[config.mk]
export PLATFORM = sky130hd
export DESIGN_NAME = ppm_frame_decoder_core
export DESIGN_NICKNAME = d
export VERILOG_FILES = /design/src/hdl/ppmfd_pkg.sv /design/src/hdl/ppmfd_front.sv /design/src/hdl/ppmfd_queue.sv /design/src/hdl/ppmfd_div.sv /design/src/hdl/ppmfd_back.sv /design/src/hdl/ppm_frame_decoder_core.sv
export SDC_FILE = /design/constraint.sdc
export NUM_CORES = 1
export LEC_CHECK = 0
export BUFFER_PORTS_ARGS = -buffer_cell sky130_fd_sc_hd__buf_2
export CORE_UTILIZATION = 30
export DETAILED_ROUTE_END_ITERATION = 12
export PLACE_DENSITY = 0.44
export SLEW_MARGIN = 25
export SYNTH_ARGS = -nofsm -noshare
export SYNTH_HDL_FRONTEND = slang
export SYNTH_SLANG_ARGS = --single-unit
export TNS_END_PERCENT = 50
[constraint.sdc]
create_clock -name aclk -period 11.1 [get_ports aclk]
set_input_delay 1.665 -clock aclk [delete_from_list [all_inputs] [get_ports aclk]]
set_output_delay 1.665 -clock aclk [all_outputs]
set_load 0.02 [all_outputs]
[src/hdl/ppmfd_pkg.sv]
// shared constants, command and divider types for the ppm frame decoder
// no dependencies
package ppmfd_pkg;

    localparam int CHANNELS = 4;
    localparam int SLOTS    = 8;

    // field widths fixed by the interface
    localparam int CHAN_W  = 2;
    localparam int TIME_W  = 16;
    localparam int SLOT_W  = 4;
    localparam int WIDTH_W = 16;
    localparam int CLK_W   = 8;

    localparam int S_TDATA_W = 24;
    localparam int M_TDATA_W = 24;

    localparam int CH_IDX_W   = (CHANNELS > 1) ? $clog2(CHANNELS) : 1;
    localparam int SLOT_IDX_W = (SLOTS > 1) ? $clog2(SLOTS) : 1;
    localparam int CUR_W      = $clog2(SLOTS + 1);
    localparam int MEM_DEPTH  = CHANNELS * SLOTS;
    localparam int MEM_AW     = (MEM_DEPTH > 1) ? $clog2(MEM_DEPTH) : 1;

    localparam int QDEPTH = 2;
    localparam int QPTR_W = (QDEPTH > 1) ? $clog2(QDEPTH) : 1;
    localparam int QCNT_W = $clog2(QDEPTH + 1);

    // ticks * 64 is a shift by six
    localparam int PRESCALE_SHIFT = 6;
    localparam int DIV_CNT_W      = $clog2(WIDTH_W);

    localparam logic [TIME_W-1:0] TIMEOUT_RESET = 16'd3000;
    localparam logic [CLK_W-1:0]  CLOCK_RESET   = 8'd40;

    localparam int PADDR_W = 3;
    localparam int PDATA_W = 32;

    // register select taken from paddr[2]
    localparam logic REG_TIMEOUT = 1'b0;
    localparam logic REG_CLOCK   = 1'b1;

    typedef struct packed {
        logic [CH_IDX_W-1:0]   chan;
        logic [SLOT_IDX_W-1:0] slot;
        logic [TIME_W-1:0]     ticks;
        logic                  wr;
        logic                  emit;
    } ppmfd_cmd_t;

    typedef struct packed {
        logic              start;
        logic [TIME_W-1:0] ticks;
        logic [CLK_W-1:0]  divisor;
    } div_req_t;

    typedef struct packed {
        logic               done;
        logic [WIDTH_W-1:0] quotient;
    } div_rsp_t;

    function automatic logic [MEM_AW-1:0] store_addr(
        input logic [CH_IDX_W-1:0]   chan,
        input logic [SLOT_IDX_W-1:0] slot
    );
        return MEM_AW'(chan) * MEM_AW'(SLOTS) + MEM_AW'(slot);
    endfunction

endpackage

[src/hdl/ppmfd_front.sv]
// front end: takes edge timestamps, tracks per-channel sync and slot cursor,
// and issues store / emit commands to the queue; uses ppmfd_pkg
module ppmfd_front (
    input  logic                            aclk,
    input  logic                            aresetn,
    input  logic                            s_tvalid,
    output logic                            s_tready,
    input  logic [ppmfd_pkg::CHAN_W-1:0]    s_chan_id,
    input  logic [ppmfd_pkg::TIME_W-1:0]    s_edge_time,
    input  logic [ppmfd_pkg::TIME_W-1:0]    sync_timeout,
    input  logic                            q_full,
    output logic                            cmd_push,
    output ppmfd_pkg::ppmfd_cmd_t           cmd
);
    import ppmfd_pkg::*;

    logic [TIME_W-1:0] prev_reg   [CHANNELS];
    logic [CUR_W-1:0]  cursor_reg [CHANNELS];
    logic [CHANNELS-1:0] synced_reg;

    logic                accept;
    logic                ch_ok;
    logic [CH_IDX_W-1:0] ch;
    logic [TIME_W-1:0]   delta;
    logic                is_sync;
    logic [CUR_W-1:0]    cur;
    logic                room;
    logic [CUR_W-1:0]    cur_next;

    assign s_tready = !q_full;
    assign accept   = s_tvalid && s_tready;
    assign ch_ok    = int'(s_chan_id) < CHANNELS;
    assign ch       = CH_IDX_W'(s_chan_id);

    always_comb begin
        delta    = s_edge_time - prev_reg[ch];
        is_sync  = delta > sync_timeout;
        cur      = cursor_reg[ch];
        room     = cur < CUR_W'(SLOTS);
        cur_next = room ? cur + CUR_W'(1) : cur;

        cmd.chan  = ch;
        cmd.slot  = SLOT_IDX_W'(cur);
        cmd.ticks = delta;
        cmd.wr    = room;
        cmd.emit  = cur_next == CUR_W'(SLOTS);

        // a short interval on a synced channel always needs the back end
        cmd_push = accept && ch_ok && !is_sync && synced_reg[ch];
    end

    always_ff @(posedge aclk) begin
        if (!aresetn) begin
            synced_reg <= '0;
            for (int i = 0; i < CHANNELS; i++) begin
                prev_reg[i]   <= '0;
                cursor_reg[i] <= '0;
            end
        end else if (accept && ch_ok) begin
            prev_reg[ch] <= s_edge_time;
            if (is_sync) begin
                synced_reg[ch] <= 1'b1;
                cursor_reg[ch] <= '0;
            end else if (synced_reg[ch]) begin
                cursor_reg[ch] <= cur_next;
            end
        end
    end

endmodule

[src/hdl/ppmfd_queue.sv]
// short command queue between front and back end
// uses ppmfd_pkg for the command type and depth
module ppmfd_queue (
    input  logic                  aclk,
    input  logic                  aresetn,
    input  logic                  push,
    input  ppmfd_pkg::ppmfd_cmd_t cmd_in,
    output logic                  full,
    input  logic                  pop,
    output ppmfd_pkg::ppmfd_cmd_t head,
    output logic                  empty
);
    import ppmfd_pkg::*;

    ppmfd_cmd_t        entry_reg [QDEPTH];
    logic [QPTR_W-1:0] wr_ptr_reg;
    logic [QPTR_W-1:0] rd_ptr_reg;
    logic [QCNT_W-1:0] count_reg;

    logic do_push;
    logic do_pop;

    assign full    = count_reg == QCNT_W'(QDEPTH);
    assign empty   = count_reg == '0;
    assign do_push = push && !full;
    assign do_pop  = pop && !empty;
    assign head    = entry_reg[rd_ptr_reg];

    function automatic logic [QPTR_W-1:0] ptr_inc(input logic [QPTR_W-1:0] p);
        return (p == QPTR_W'(QDEPTH - 1)) ? '0 : p + QPTR_W'(1);
    endfunction

    always_ff @(posedge aclk) begin
        if (do_push) begin
            entry_reg[wr_ptr_reg] <= cmd_in;
        end
    end

    always_ff @(posedge aclk) begin
        if (!aresetn) begin
            wr_ptr_reg <= '0;
            rd_ptr_reg <= '0;
            count_reg  <= '0;
        end else begin
            if (do_push) begin
                wr_ptr_reg <= ptr_inc(wr_ptr_reg);
            end
            if (do_pop) begin
                rd_ptr_reg <= ptr_inc(rd_ptr_reg);
            end
            unique case ({do_push, do_pop})
                2'b10:   count_reg <= count_reg + QCNT_W'(1);
                2'b01:   count_reg <= count_reg - QCNT_W'(1);
                default: count_reg <= count_reg;
            endcase
        end
    end

endmodule

[src/hdl/ppmfd_div.sv]
// bit-serial divider: quotient = (ticks * 64) / divisor, saturated to 16 bits
// one quotient bit per cycle; uses ppmfd_pkg request / response types
module ppmfd_div (
    input  logic                aclk,
    input  logic                aresetn,
    input  ppmfd_pkg::div_req_t req,
    output ppmfd_pkg::div_rsp_t rsp
);
    import ppmfd_pkg::*;

    logic                 busy_reg;
    logic                 done_reg;
    logic [DIV_CNT_W-1:0] cnt_reg;
    logic [CLK_W-1:0]     rem_reg;
    logic [CLK_W-1:0]     divisor_reg;
    logic [WIDTH_W-1:0]   sh_reg;
    logic [WIDTH_W-1:0]   quo_reg;

    logic [TIME_W-1:0] hi_part;
    logic              sat;
    logic [CLK_W:0]    trial;
    logic              ge;

    // bits of ticks*64 above the quotient range; result saturates when they reach divisor
    assign hi_part = req.ticks >> (TIME_W - PRESCALE_SHIFT);
    assign sat     = hi_part >= TIME_W'(req.divisor);
    assign trial   = {rem_reg, sh_reg[WIDTH_W-1]};
    assign ge      = trial >= {1'b0, divisor_reg};

    assign rsp.done     = done_reg;
    assign rsp.quotient = quo_reg;

    always_ff @(posedge aclk) begin
        if (req.start) begin
            divisor_reg <= req.divisor;
            rem_reg     <= CLK_W'(hi_part);
            sh_reg      <= req.ticks << PRESCALE_SHIFT;
            cnt_reg     <= DIV_CNT_W'(WIDTH_W - 1);
            quo_reg     <= sat ? '1 : '0;
        end else if (busy_reg) begin
            rem_reg <= ge ? CLK_W'(trial - {1'b0, divisor_reg}) : CLK_W'(trial);
            sh_reg  <= sh_reg << 1;
            quo_reg <= {quo_reg[WIDTH_W-2:0], ge};
            cnt_reg <= cnt_reg - DIV_CNT_W'(1);
        end
    end

    always_ff @(posedge aclk) begin
        if (!aresetn) begin
            busy_reg <= 1'b0;
            done_reg <= 1'b0;
        end else begin
            done_reg <= 1'b0;
            if (req.start) begin
                busy_reg <= !sat;
                done_reg <= sat;
            end else if (busy_reg && cnt_reg == '0) begin
                busy_reg <= 1'b0;
                done_reg <= 1'b1;
            end
        end
    end

endmodule

[src/hdl/ppmfd_back.sv]
// back end: pulse store memory, frame walk through the divider, output register
// instantiates ppmfd_div; uses ppmfd_pkg
module ppmfd_back (
    input  logic                          aclk,
    input  logic                          aresetn,
    input  ppmfd_pkg::ppmfd_cmd_t         head,
    input  logic                          q_empty,
    output logic                          q_pop,
    input  logic [ppmfd_pkg::CLK_W-1:0]   clock_mhz,
    output logic                          m_tvalid,
    input  logic                          m_tready,
    output logic [ppmfd_pkg::CHAN_W-1:0]  m_out_chan,
    output logic [ppmfd_pkg::SLOT_W-1:0]  m_slot_index,
    output logic [ppmfd_pkg::WIDTH_W-1:0] m_width_us,
    output logic                          m_last_slot
);
    import ppmfd_pkg::*;

    typedef enum logic [4:0] {
        S_IDLE  = 5'b00001,
        S_RD    = 5'b00010,
        S_START = 5'b00100,
        S_DIV   = 5'b01000,
        S_OUT   = 5'b10000
    } back_state_t;

    back_state_t state_reg;
    back_state_t state_next;

    logic [TIME_W-1:0]     mem [MEM_DEPTH];
    logic [TIME_W-1:0]     rdata_reg;
    logic [CH_IDX_W-1:0]   chan_reg;
    logic [SLOT_IDX_W-1:0] k_reg;
    logic                  valid_reg;
    logic [CHAN_W-1:0]     out_chan_reg;
    logic [SLOT_W-1:0]     slot_reg;
    logic [WIDTH_W-1:0]    width_reg;
    logic                  last_reg;

    logic              k_last;
    logic              out_hs;
    logic              mem_we;
    logic [MEM_AW-1:0] wr_addr;
    logic [MEM_AW-1:0] rd_addr;
    div_req_t          div_req;
    div_rsp_t          div_rsp;

    ppmfd_div u_div (
        .aclk    (aclk),
        .aresetn (aresetn),
        .req     (div_req),
        .rsp     (div_rsp)
    );

    assign q_pop   = (state_reg == S_IDLE) && !q_empty;
    assign mem_we  = q_pop && head.wr;
    assign wr_addr = store_addr(head.chan, head.slot);
    assign rd_addr = store_addr(chan_reg, k_reg);
    assign k_last  = k_reg == SLOT_IDX_W'(SLOTS - 1);
    assign out_hs  = valid_reg && m_tready;

    assign div_req.start   = state_reg == S_START;
    assign div_req.ticks   = rdata_reg;
    // a zero clock setting divides by one
    assign div_req.divisor = (clock_mhz == '0) ? CLK_W'(1) : clock_mhz;

    assign m_tvalid     = valid_reg;
    assign m_out_chan   = out_chan_reg;
    assign m_slot_index = slot_reg;
    assign m_width_us   = width_reg;
    assign m_last_slot  = last_reg;

    always_comb begin
        state_next = state_reg;
        unique case (state_reg)
            S_IDLE: begin
                if (q_pop && head.emit) begin
                    state_next = S_RD;
                end
            end
            S_RD:    state_next = S_START;
            S_START: state_next = S_DIV;
            S_DIV: begin
                if (div_rsp.done) begin
                    state_next = S_OUT;
                end
            end
            S_OUT: begin
                if (out_hs) begin
                    state_next = k_last ? S_IDLE : S_RD;
                end
            end
            default: state_next = S_IDLE;
        endcase
    end

    always_ff @(posedge aclk) begin
        if (mem_we) begin
            mem[wr_addr] <= head.ticks;
        end
        if (state_reg == S_RD) begin
            rdata_reg <= mem[rd_addr];
        end
    end

    always_ff @(posedge aclk) begin
        if (q_pop && head.emit) begin
            chan_reg <= head.chan;
        end
        if (state_reg == S_DIV && div_rsp.done) begin
            out_chan_reg <= CHAN_W'(chan_reg);
            slot_reg     <= SLOT_W'(k_reg);
            width_reg    <= div_rsp.quotient;
            last_reg     <= k_last;
        end
    end

    always_ff @(posedge aclk) begin
        if (!aresetn) begin
            state_reg <= S_IDLE;
            valid_reg <= 1'b0;
            k_reg     <= '0;
        end else begin
            state_reg <= state_next;
            if (state_reg == S_IDLE) begin
                k_reg <= '0;
            end else if (state_reg == S_OUT && out_hs && !k_last) begin
                k_reg <= k_reg + SLOT_IDX_W'(1);
            end
            if (state_reg == S_DIV && div_rsp.done) begin
                valid_reg <= 1'b1;
            end else if (out_hs) begin
                valid_reg <= 1'b0;
            end
        end
    end

endmodule

[src/hdl/ppm_frame_decoder_core.sv]
// top level of the ppm frame decoder: stream ports, apb registers, front/queue/back
// instantiates ppmfd_front, ppmfd_queue, ppmfd_back; uses ppmfd_pkg
//
//  channel   | direction | handshake               | payload
//  ----------+-----------+-------------------------+------------------------------------
//  s_        | in        | s_tvalid / s_tready     | chan_id, edge_time
//  m_        | out       | m_tvalid / m_tready     | out_chan, slot_index, width_us, tlast
//  apb       | in        | psel, penable, pready=1 | sync_timeout_ticks @0, clock_mhz @4
//
// an edge request is taken whenever the two-entry command queue has room
// each emitted frame walks SLOTS store entries; each slot reads the store, runs the
// bit-serial divider (16 steps) and waits in the output register for m_tready
// a saturated slot skips the divider steps
// aresetn clears cursors, sync flags, previous times, queue and output valid, reloads config; no clearing pass
// the output register holds its result under m_tready low while edges keep queuing until the queue is full
module ppm_frame_decoder_core (
    input  logic                               aclk,
    input  logic                               aresetn,
    input  logic                               s_tvalid,
    output logic                               s_tready,
    // [1:0] chan_id, [17:2] edge_time, [23:18] zero
    input  logic [ppmfd_pkg::S_TDATA_W-1:0]    s_tdata,
    output logic                               m_tvalid,
    input  logic                               m_tready,
    // [1:0] out_chan, [5:2] slot_index, [21:6] width_us, [23:22] zero
    output logic [ppmfd_pkg::M_TDATA_W-1:0]    m_tdata,
    output logic                               m_tlast,
    input  logic                               psel,
    input  logic                               penable,
    input  logic                               pwrite,
    input  logic [ppmfd_pkg::PADDR_W-1:0]      paddr,
    input  logic [ppmfd_pkg::PDATA_W-1:0]      pwdata,
    output logic [ppmfd_pkg::PDATA_W-1:0]      prdata,
    output logic                               pready
);
    import ppmfd_pkg::*;

    logic [TIME_W-1:0] timeout_reg;
    logic [CLK_W-1:0]  clock_reg;

    logic              cfg_wr;
    logic              reg_sel;
    logic              cmd_push;
    ppmfd_cmd_t        cmd;
    ppmfd_cmd_t        head;
    logic              q_full;
    logic              q_empty;
    logic              q_pop;
    logic [CHAN_W-1:0]  out_chan;
    logic [SLOT_W-1:0]  slot_index;
    logic [WIDTH_W-1:0] width_us;

    assign pready  = 1'b1;
    assign cfg_wr  = psel && penable && pwrite && pready;
    assign reg_sel = paddr[2];

    always_comb begin
        prdata = '0;
        unique case (reg_sel)
            REG_TIMEOUT: prdata = PDATA_W'(timeout_reg);
            REG_CLOCK:   prdata = PDATA_W'(clock_reg);
            default:     prdata = '0;
        endcase
    end

    always_ff @(posedge aclk) begin
        if (!aresetn) begin
            timeout_reg <= TIMEOUT_RESET;
            clock_reg   <= CLOCK_RESET;
        end else if (cfg_wr) begin
            unique case (reg_sel)
                REG_TIMEOUT: timeout_reg <= pwdata[TIME_W-1:0];
                REG_CLOCK:   clock_reg   <= pwdata[CLK_W-1:0];
                default:     timeout_reg <= timeout_reg;
            endcase
        end
    end

    ppmfd_front u_front (
        .aclk         (aclk),
        .aresetn      (aresetn),
        .s_tvalid     (s_tvalid),
        .s_tready     (s_tready),
        .s_chan_id    (s_tdata[CHAN_W-1:0]),
        .s_edge_time  (s_tdata[CHAN_W +: TIME_W]),
        .sync_timeout (timeout_reg),
        .q_full       (q_full),
        .cmd_push     (cmd_push),
        .cmd          (cmd)
    );

    ppmfd_queue u_queue (
        .aclk    (aclk),
        .aresetn (aresetn),
        .push    (cmd_push),
        .cmd_in  (cmd),
        .full    (q_full),
        .pop     (q_pop),
        .head    (head),
        .empty   (q_empty)
    );

    ppmfd_back u_back (
        .aclk         (aclk),
        .aresetn      (aresetn),
        .head         (head),
        .q_empty      (q_empty),
        .q_pop        (q_pop),
        .clock_mhz    (clock_reg),
        .m_tvalid     (m_tvalid),
        .m_tready     (m_tready),
        .m_out_chan   (out_chan),
        .m_slot_index (slot_index),
        .m_width_us   (width_us),
        .m_last_slot  (m_tlast)
    );

    assign m_tdata = {(M_TDATA_W - CHAN_W - SLOT_W - WIDTH_W)'(0), width_us, slot_index,
                      out_chan};

endmodule

==> flow_summary.yaml, run 1 <==
cts:
  ctsResizeCount: 0
  cts_root_buffer: "clkbuf_16"
  clock-sinks: 768
  cts_setup_buffers: 0
  cts_buffer_depth: 3
  clock_latency_ns: 0.65
  h-tree-depth: 3
  hold_buffers: 0
  numCtsBuffers: 87
  clkTransAtPathRegs_ns: 0.06
  cts_tree: "yes"
final_layout:
  largest_reg_flops: 512
  stdcell_area_mm2: 0.0365
  syn_to_final_growth_pct: 15.8
  drive_gt1_share_pct: 26.2
  fill_cells: 9884
  nets: 2023
sta:
  rsz0062_at_grt: "false"
  slew_viol_final: 0
  tightest_slew_ns: 0.980
  fmax_ghz: 0.144
  setup_viol: 0
  min_period_ns: 6.95
  tns_ns: 0
  hold_viol_final: 0
  fin_skew_ns: 0.0429
  min_period_over_period_pct: 62.6
  holdWs_ns: 0.418
  relSlewSlack_pct: 34.5
floorplanning:
  die_w_um: 326
  io-pin-count: 126
  num_rows: 118
  die_area_mm2: 0.106
  initial_core_util_pct: 30.3
  fp.coreArea_mm2: 0.104
  fp.dieH_um: 326
synthesis:
  postSynthCellCount: 1765
  synth_edf_count: 718
  ys_warn_count: 0
  mappedNetlistArea_mm2: 0.0315
  synthArstFlopShare_pct: 0
  yosys-top-cells-area: "edfxtp_1 68%, mux4_2 13%, dfxtp_1 3.2%, ha_1 2.1%, nand2_1 1.4%"
  ys_seq_area_share_pct: 71.5
  yosysTopAreaCellShare_pct: 68.4
  ys_seq_elements: 768
  synth_area_per_cell_um2: 17.9
  synth_flop_cell: "edfxtp_1"
  synth.distinct_cells: 58
  yosysTopAreaCell: "edfxtp_1"
detailed_routing:
  drc: 0
  vias_per_cell: 4.77
  first_pass_iters: 6
  drt_iter0_drc: 1200
  postRouteAntennaNets: 0
  wire_per_inst_um: 23.1
  vias: 16000
  finalWirelength_mm: 77.4
power_and_ir_drop:
  p_clk_share_pct: 41.4
  power_switching_mw: 1.57
  p_int_mw: 5.06
  finalPower_mw: 6.63
  seq_power_share_pct: 50.4
  swShare_pct: 23.6
  max-vdd-ir-drop_mv: 0.117
  power.density_mw_per_mm2: 182
  power_leakage_nw: 12.0
  power_frac_comb_pct: 8.2
worst_setup_path:
  crit_start: "s_tdata[1]"
  r2r-start: "u_front.prev_reg[2][0]"
  cp.arrival_ns: 7.52
  reg2reg_depth: 18
  timing.rr.end: "u_queue.count_reg[1]"
  end_kind: "flip-flop"
  start_kind: "input port"
  path_class: "in2reg"
  crit_fanout: 30
  cp.required_ns: 11.67
  r2r_slack_ns: 5.62
global_routing:
  grt_pass1_wl_mm: 114
  grt.overflow.total: 0
  grt_usage_pct: 14.7
  grt_pass1_vias: 16900
  antenna_found_initial: 1
  grt_max_degree: 92
status:
  status: "complete, no violations"
worst_hold_path:
  hold_end: "u_back.m_width_us[15]"
  hold_start: "u_back.u_div.quo_reg[15]"
  hold_depth: 0
  hold_path.class: "reg2reg"
placed_design:
  portBuffers: 81
  dpl_cell_area_mm2: 0.0338
  dp_hpwl_mm: 46.6
  place_congestion: 0.771
flow_run:
  cap_violations: 0
-- worst max-delay path by stage --
stage                                   end  depth (start not counted)  slack (ns)
global placement       u_queue.count_reg[1]                         19        3.59
global route           u_queue.count_reg[1]                         19        3.74
detailed placement     u_queue.count_reg[1]                         19        3.50
CTS                    u_queue.count_reg[1]                         19        4.14
floorplan           u_queue.entry_reg[0][0]                         19        3.71
finish                 u_queue.count_reg[1]                         19        4.15
-- metal layers --
| layer | track usage [%] | wire [um] | part of all wire (%) | up-vias |
|---|---|---|---|---|
| li1 | - | - | - | 7220 |
| met1 | 20.1 | 35500 | 46 | 8374 |
| met2 | 24.2 | 37400 | 48 | 328 |
| met3 | 2.36 | 2740 | 3.5 | 94 |
| met4 | 4.11 | 1680 | 2.2 | 0 |
| met5 | 0 | 0 | 0 | - |
-- Yosys cell counts (16+ instances only) --
cell	instances
nor2_1	96
ha_1	52
a21oi_1	37
inv_1	63
mux4_2	181
a21o_1	24
buf_1	16
mux2_2	33
and3_1	32
dfxtp_1	50
nor3_1	37
nand2_1	116
edfxtp_1	718
buf_4	22
clkbuf_1	52
and2_1	34
o21ai_0	30
-- cell usage in the layout, fill, tap and decap left out, drive strengths merged, types with 9 or more instances in the layout --
cell type,synthesis,routed
xnor2,13,13
nand4,9,9
ha,52,52
nand2b,9,9
nor3,37,37
and3,32,32
mux2,33,33
clkbuf,52,109
and2,35,35
a21o,24,24
o211ai,13,13
o21a,10,10
o21ai,31,31
nand2,116,116
a21oi,37,37
nand3,9,9
conb,2,20
xor2,12,12
clkinv,0,44
buf,52,135
nor2,96,96
inv,63,65
mux2i,14,14
edfxtp,718,718
dfxtp,50,50
mux4,181,181
-- cell families (layout without fill, tap and decap cells) --
group                      count (synthesis)  in the layout  synth area share (%)
DFF                                      768            768                  71.5
other                                      2             21                0.0238
buffers and inverters                    167            359                  2.31
muxes                                    228            228                  14.5
adders and majority gates                 54             54                  2.19
and+or+nand+nor                          368            368                  5.48
AOI/OAI and AO/OA                        153            153                  3.22
xor gates and xnor gates                  25             25                 0.694
-- power groups by stage --
stage | Combinational, mW | Sequential (mW) | Clock [mW]
final | 0.540 | 3.34 | 2.75
after detailed placement | 0.552 | 3.40 | 0
after global routing | 0.599 | 3.35 | 2.94
after CTS | 0.554 | 3.34 | 2.83
after global placement | 0.534 | 3.40 | 0
after floorplan | 0.343 | 3.39 | 0
-- final cells by class --
type | count | area (um2) | area share, %
antenna | 1 | 2.50 | 0.00685
clock buffer | 109 | 2300 | 6.30
clock inverter | 52 | 425 | 1.16
inverter | 63 | 236 | 0.648
multi-input combinational | 848 | 8430 | 23.1
sequential | 768 | 22600 | 61.8
tap | 1380 | 1730 | 4.73
timing repair buffer | 135 | 821 | 2.25
-- per-stage QoR --
stage	instances	util, %	setup slack [ns]
6_report	3356	35.1	4.15
3_5_place_dp	3194	32.5	3.50
2_1_floorplan	1783	-	3.71
3_3_place_gp	3193	32.5	3.59
4_1_cts	3355	35.1	4.14
5_1_grt	3355	35.1	3.74
-- critical path: stages --
cell and delay (ns):
buf_2 0.63, mux4_2 0.35, ha_1 0.18, inv_1 0.06
fa_1 0.44, a21o_1 0.22, a221oi_1 0.50, nor3_1 0.14
o21a_1 0.23, o41ai_1 0.33, xnor2_1 0.24, ha_1 0.38
nand4_1 0.14, a2111oi_0 0.37, nor3_1 0.16, o211ai_1 0.56
ha_1 0.39, or3_1 0.36, a21oi_1 0.15
No activity file was read; power rests on OpenSTA's default activity.
==> run 2, diff against run 1 <==
--- a/config.mk
+++ b/config.mk
@@ -8,7 +8,7 @@
 export BUFFER_PORTS_ARGS = -buffer_cell sky130_fd_sc_hd__buf_2
 export CORE_UTILIZATION = 30
 export DETAILED_ROUTE_END_ITERATION = 12
-export PLACE_DENSITY = 0.44
+export PLACE_DENSITY = 0.45
 export SLEW_MARGIN = 25
 export SYNTH_ARGS = -nofsm -noshare
 export SYNTH_HDL_FRONTEND = slang
==> constraint.sdc (replaced) <==
create_clock -name aclk -period 6.3 [get_ports aclk]
set_input_delay 0.945 -clock aclk [delete_from_list [all_inputs] [get_ports aclk]]
set_output_delay 0.945 -clock aclk [all_outputs]
set_load 0.02 [all_outputs]
==> run 2 against run 1 <==
- hold slack better by 0.0082 ns
- clock skew increased by 0.0038 ns
- sequential cell count unchanged
- global-route usage shrank 0.11 points
- sequential power grew 76%
- largest power group unchanged
- final area rose by 0.74%
- via count up 1.5%
- die area stayed put
- highest routed layer unchanged
- critical path type unchanged
- final cell count rose by 0.36%
- register-to-register slack lost 4.5 ns
==> flow_summary.yaml, run 2 (synthesized netlist as in run 1, its figures left out) <==
detailed_routing:
  first_pass_iters: 5
  drt_iter0_drc: 1225
  postRouteAntennaNets: 0
  vias: 16300
  finalWirelength_mm: 77.3
  drc: 0
  wire_per_inst_um: 23.0
  vias_per_cell: 4.83
power_and_ir_drop:
  power.density_mw_per_mm2: 324
  max-vdd-ir-drop_mv: 0.184
  power_leakage_nw: 12.2
  finalPower_mw: 11.9
worst_setup_path:
  slowest_delay_ns: 0.46
  timing.rr.end: "u_queue.count_reg[1]"
  path_class: "in2reg"
  cp.required_ns: 6.87
  crit_fanout: 9
  path_common_cell: "ha_1"
  critPathSlowestCell: "o211ai_1"
  path_cells: "buf_2 -> mux4_2 -> ha_1 -> inv_1 -> fa_1 -> a21o_1 -> a221oi_1 -> buf_4 -> nor3_1 -> o21a_1 -> o41ai_1 -> xnor2_1 -> ha_1 -> nand4_1 -> a2111oi_0 -> nor3_1 -> o211ai_1 -> ha_1 -> or3_1 -> a21oi_1"
  end_kind: "flip-flop"
  cp.arrival_ns: 6.13
  r2r_slack_ns: 1.08
  start_kind: "input port"
  reg2reg_depth: 19
  r2r-start: "u_front.prev_reg[1][0]"
floorplanning:
  num_rows: 118
  die_w_um: 326
  fp.dieH_um: 326
  io-pin-count: 126
  initial_core_util_pct: 30.3
  fp.coreArea_mm2: 0.104
  die_area_mm2: 0.106
cts:
  clkTransAtPathRegs_ns: 0.06
  cts_tree: "yes"
  h-tree-depth: 3
  hold_buffers: 0
  numCtsBuffers: 86
  clock-sinks: 768
  ctsResizeCount: 0
  cts_root_buffer: "clkbuf_16"
  clock_latency_ns: 0.66
  cts_setup_buffers: 0
  cts_buffer_depth: 3
worst_hold_path:
  hold_path.class: "reg2reg"
  hold_depth: 0
  hold_start: "u_back.u_div.quo_reg[15]"
  hold_end: "u_back.m_width_us[15]"
sta:
  fin_ws_ns: 0.744
  min_period_ns: 5.56
  slew_viol_final: 0
  min_period_over_period_pct: 88.2
  relSlewSlack_pct: 37.7
  tightest_slew_ns: 0.934
  setup_viol: 0
  holdWs_ns: 0.426
  rsz0062_at_grt: "false"
  hold_viol_final: 0
  tns_ns: 0
  fmax_ghz: 0.180
  fin_skew_ns: 0.0466
final_layout:
  drive_gt1_share_pct: 27.0
  multiInputGateArea_mm2: 0.00842
  largest_reg_flops: 512
  nets: 2040
  syn_to_final_growth_pct: 16.6
  stdcell_area_mm2: 0.0368
  seqCellArea_mm2: 0.0226
  fill_cells: 9857
  layout_commonest_cell: "edfxtp_1"
  final_cell_mix: "718 x edfxtp_1, 181 x mux4_2, 113 x nand2_1, 88 x clkbuf_16, 81 x buf_2"
global_routing:
  grt_usage_pct: 14.6
  grt_max_degree: 93
  grt.overflow.total: 0
  antenna_found_initial: 0
  grt_pass1_vias: 16900
  grt_pass1_wl_mm: 114
placed_design:
  pre_cts_ws_ns: 0.164
  portBuffers: 81
  dp_hpwl_mm: 46.6
  dpl_cell_area_mm2: 0.0339
  place_congestion: 0.778
status:
  status: "complete, no violations"
flow_run:
  cap_violations: 0
## run 2: cell count changes in the layout (fill, tap and decap cells not counted), sizes merged
| cell | before | now |
|---|---|---|
| inv | 65 | 64 |
| clkbuf | 109 | 104 |
| buf | 135 | 153 |
| bufinv | 5 | 10 |
| clkinv | 44 | 38 |
| clkinvlp | 1 | 2 |
## run 2: through the flow
stage / utilization [%] / instances
2_1_floorplan: - / 1783
3_3_place_gp: 32.6 / 3211
3_5_place_dp: 32.6 / 3212
4_1_cts: 35.4 / 3367
5_1_grt: 35.4 / 3367
6_report: 35.4 / 3368
## run 2: layer usage
metal | wire [um] | part of all wire (%) | vias to the layer above | track usage (%)
met4 | 2150 | 2.8 | 0 | 5.05
met2 | 37500 | 48 | 371 | 23.8
met3 | 3210 | 4.1 | 126 | 2.35
li1 | - | - | 7249 | -
met1 | 34500 | 45 | 8508 | 19.7
met5 | 0 | 0 | - | 0
## run 2: worst max-delay path by stage
stage	from	to	cells past startpoint
6_report	s_tdata[0]	u_queue.count_reg[1]	20
5_1_grt	s_tdata[0]	u_queue.count_reg[1]	20
4_1_cts	s_tdata[0]	u_queue.count_reg[1]	20
3_5_place_dp	s_tdata[0]	u_queue.count_reg[1]	20
3_3_place_gp	s_tdata[0]	u_queue.count_reg[1]	20
2_1_floorplan	s_tdata[1]	u_queue.entry_reg[0][0]	19
## run 2: worst max-delay path: cells and delay by family
kind | cells | cell delay [ns]
compound gates | 7 | 2.06
xor+xnor | 1 | 0.18
fa+ha+maj | 4 | 1.32
buf+inv | 3 | 0.56
mux | 1 | 0.30
simple gates | 4 | 0.72
## run 2: layout make-up
cell class / count / share of cell area (%)
clock buffer: 104 / 6.15
clock inverter: 51 / 1.62
timing repair buffer: 153 / 2.64
antenna: 1 / 0.00680
tap: 1380 / 4.69
inverter: 63 / 0.643
multi-input combinational: 848 / 22.9
sequential: 768 / 61.4
## run 2: power by group
part | switching [mW] | total, mW | internal, mW
sequential | 0.0421 | 5.89 | 5.85
combinational | 0.680 | 0.967 | 0.288
clock | 2.07 | 5.05 | 2.98
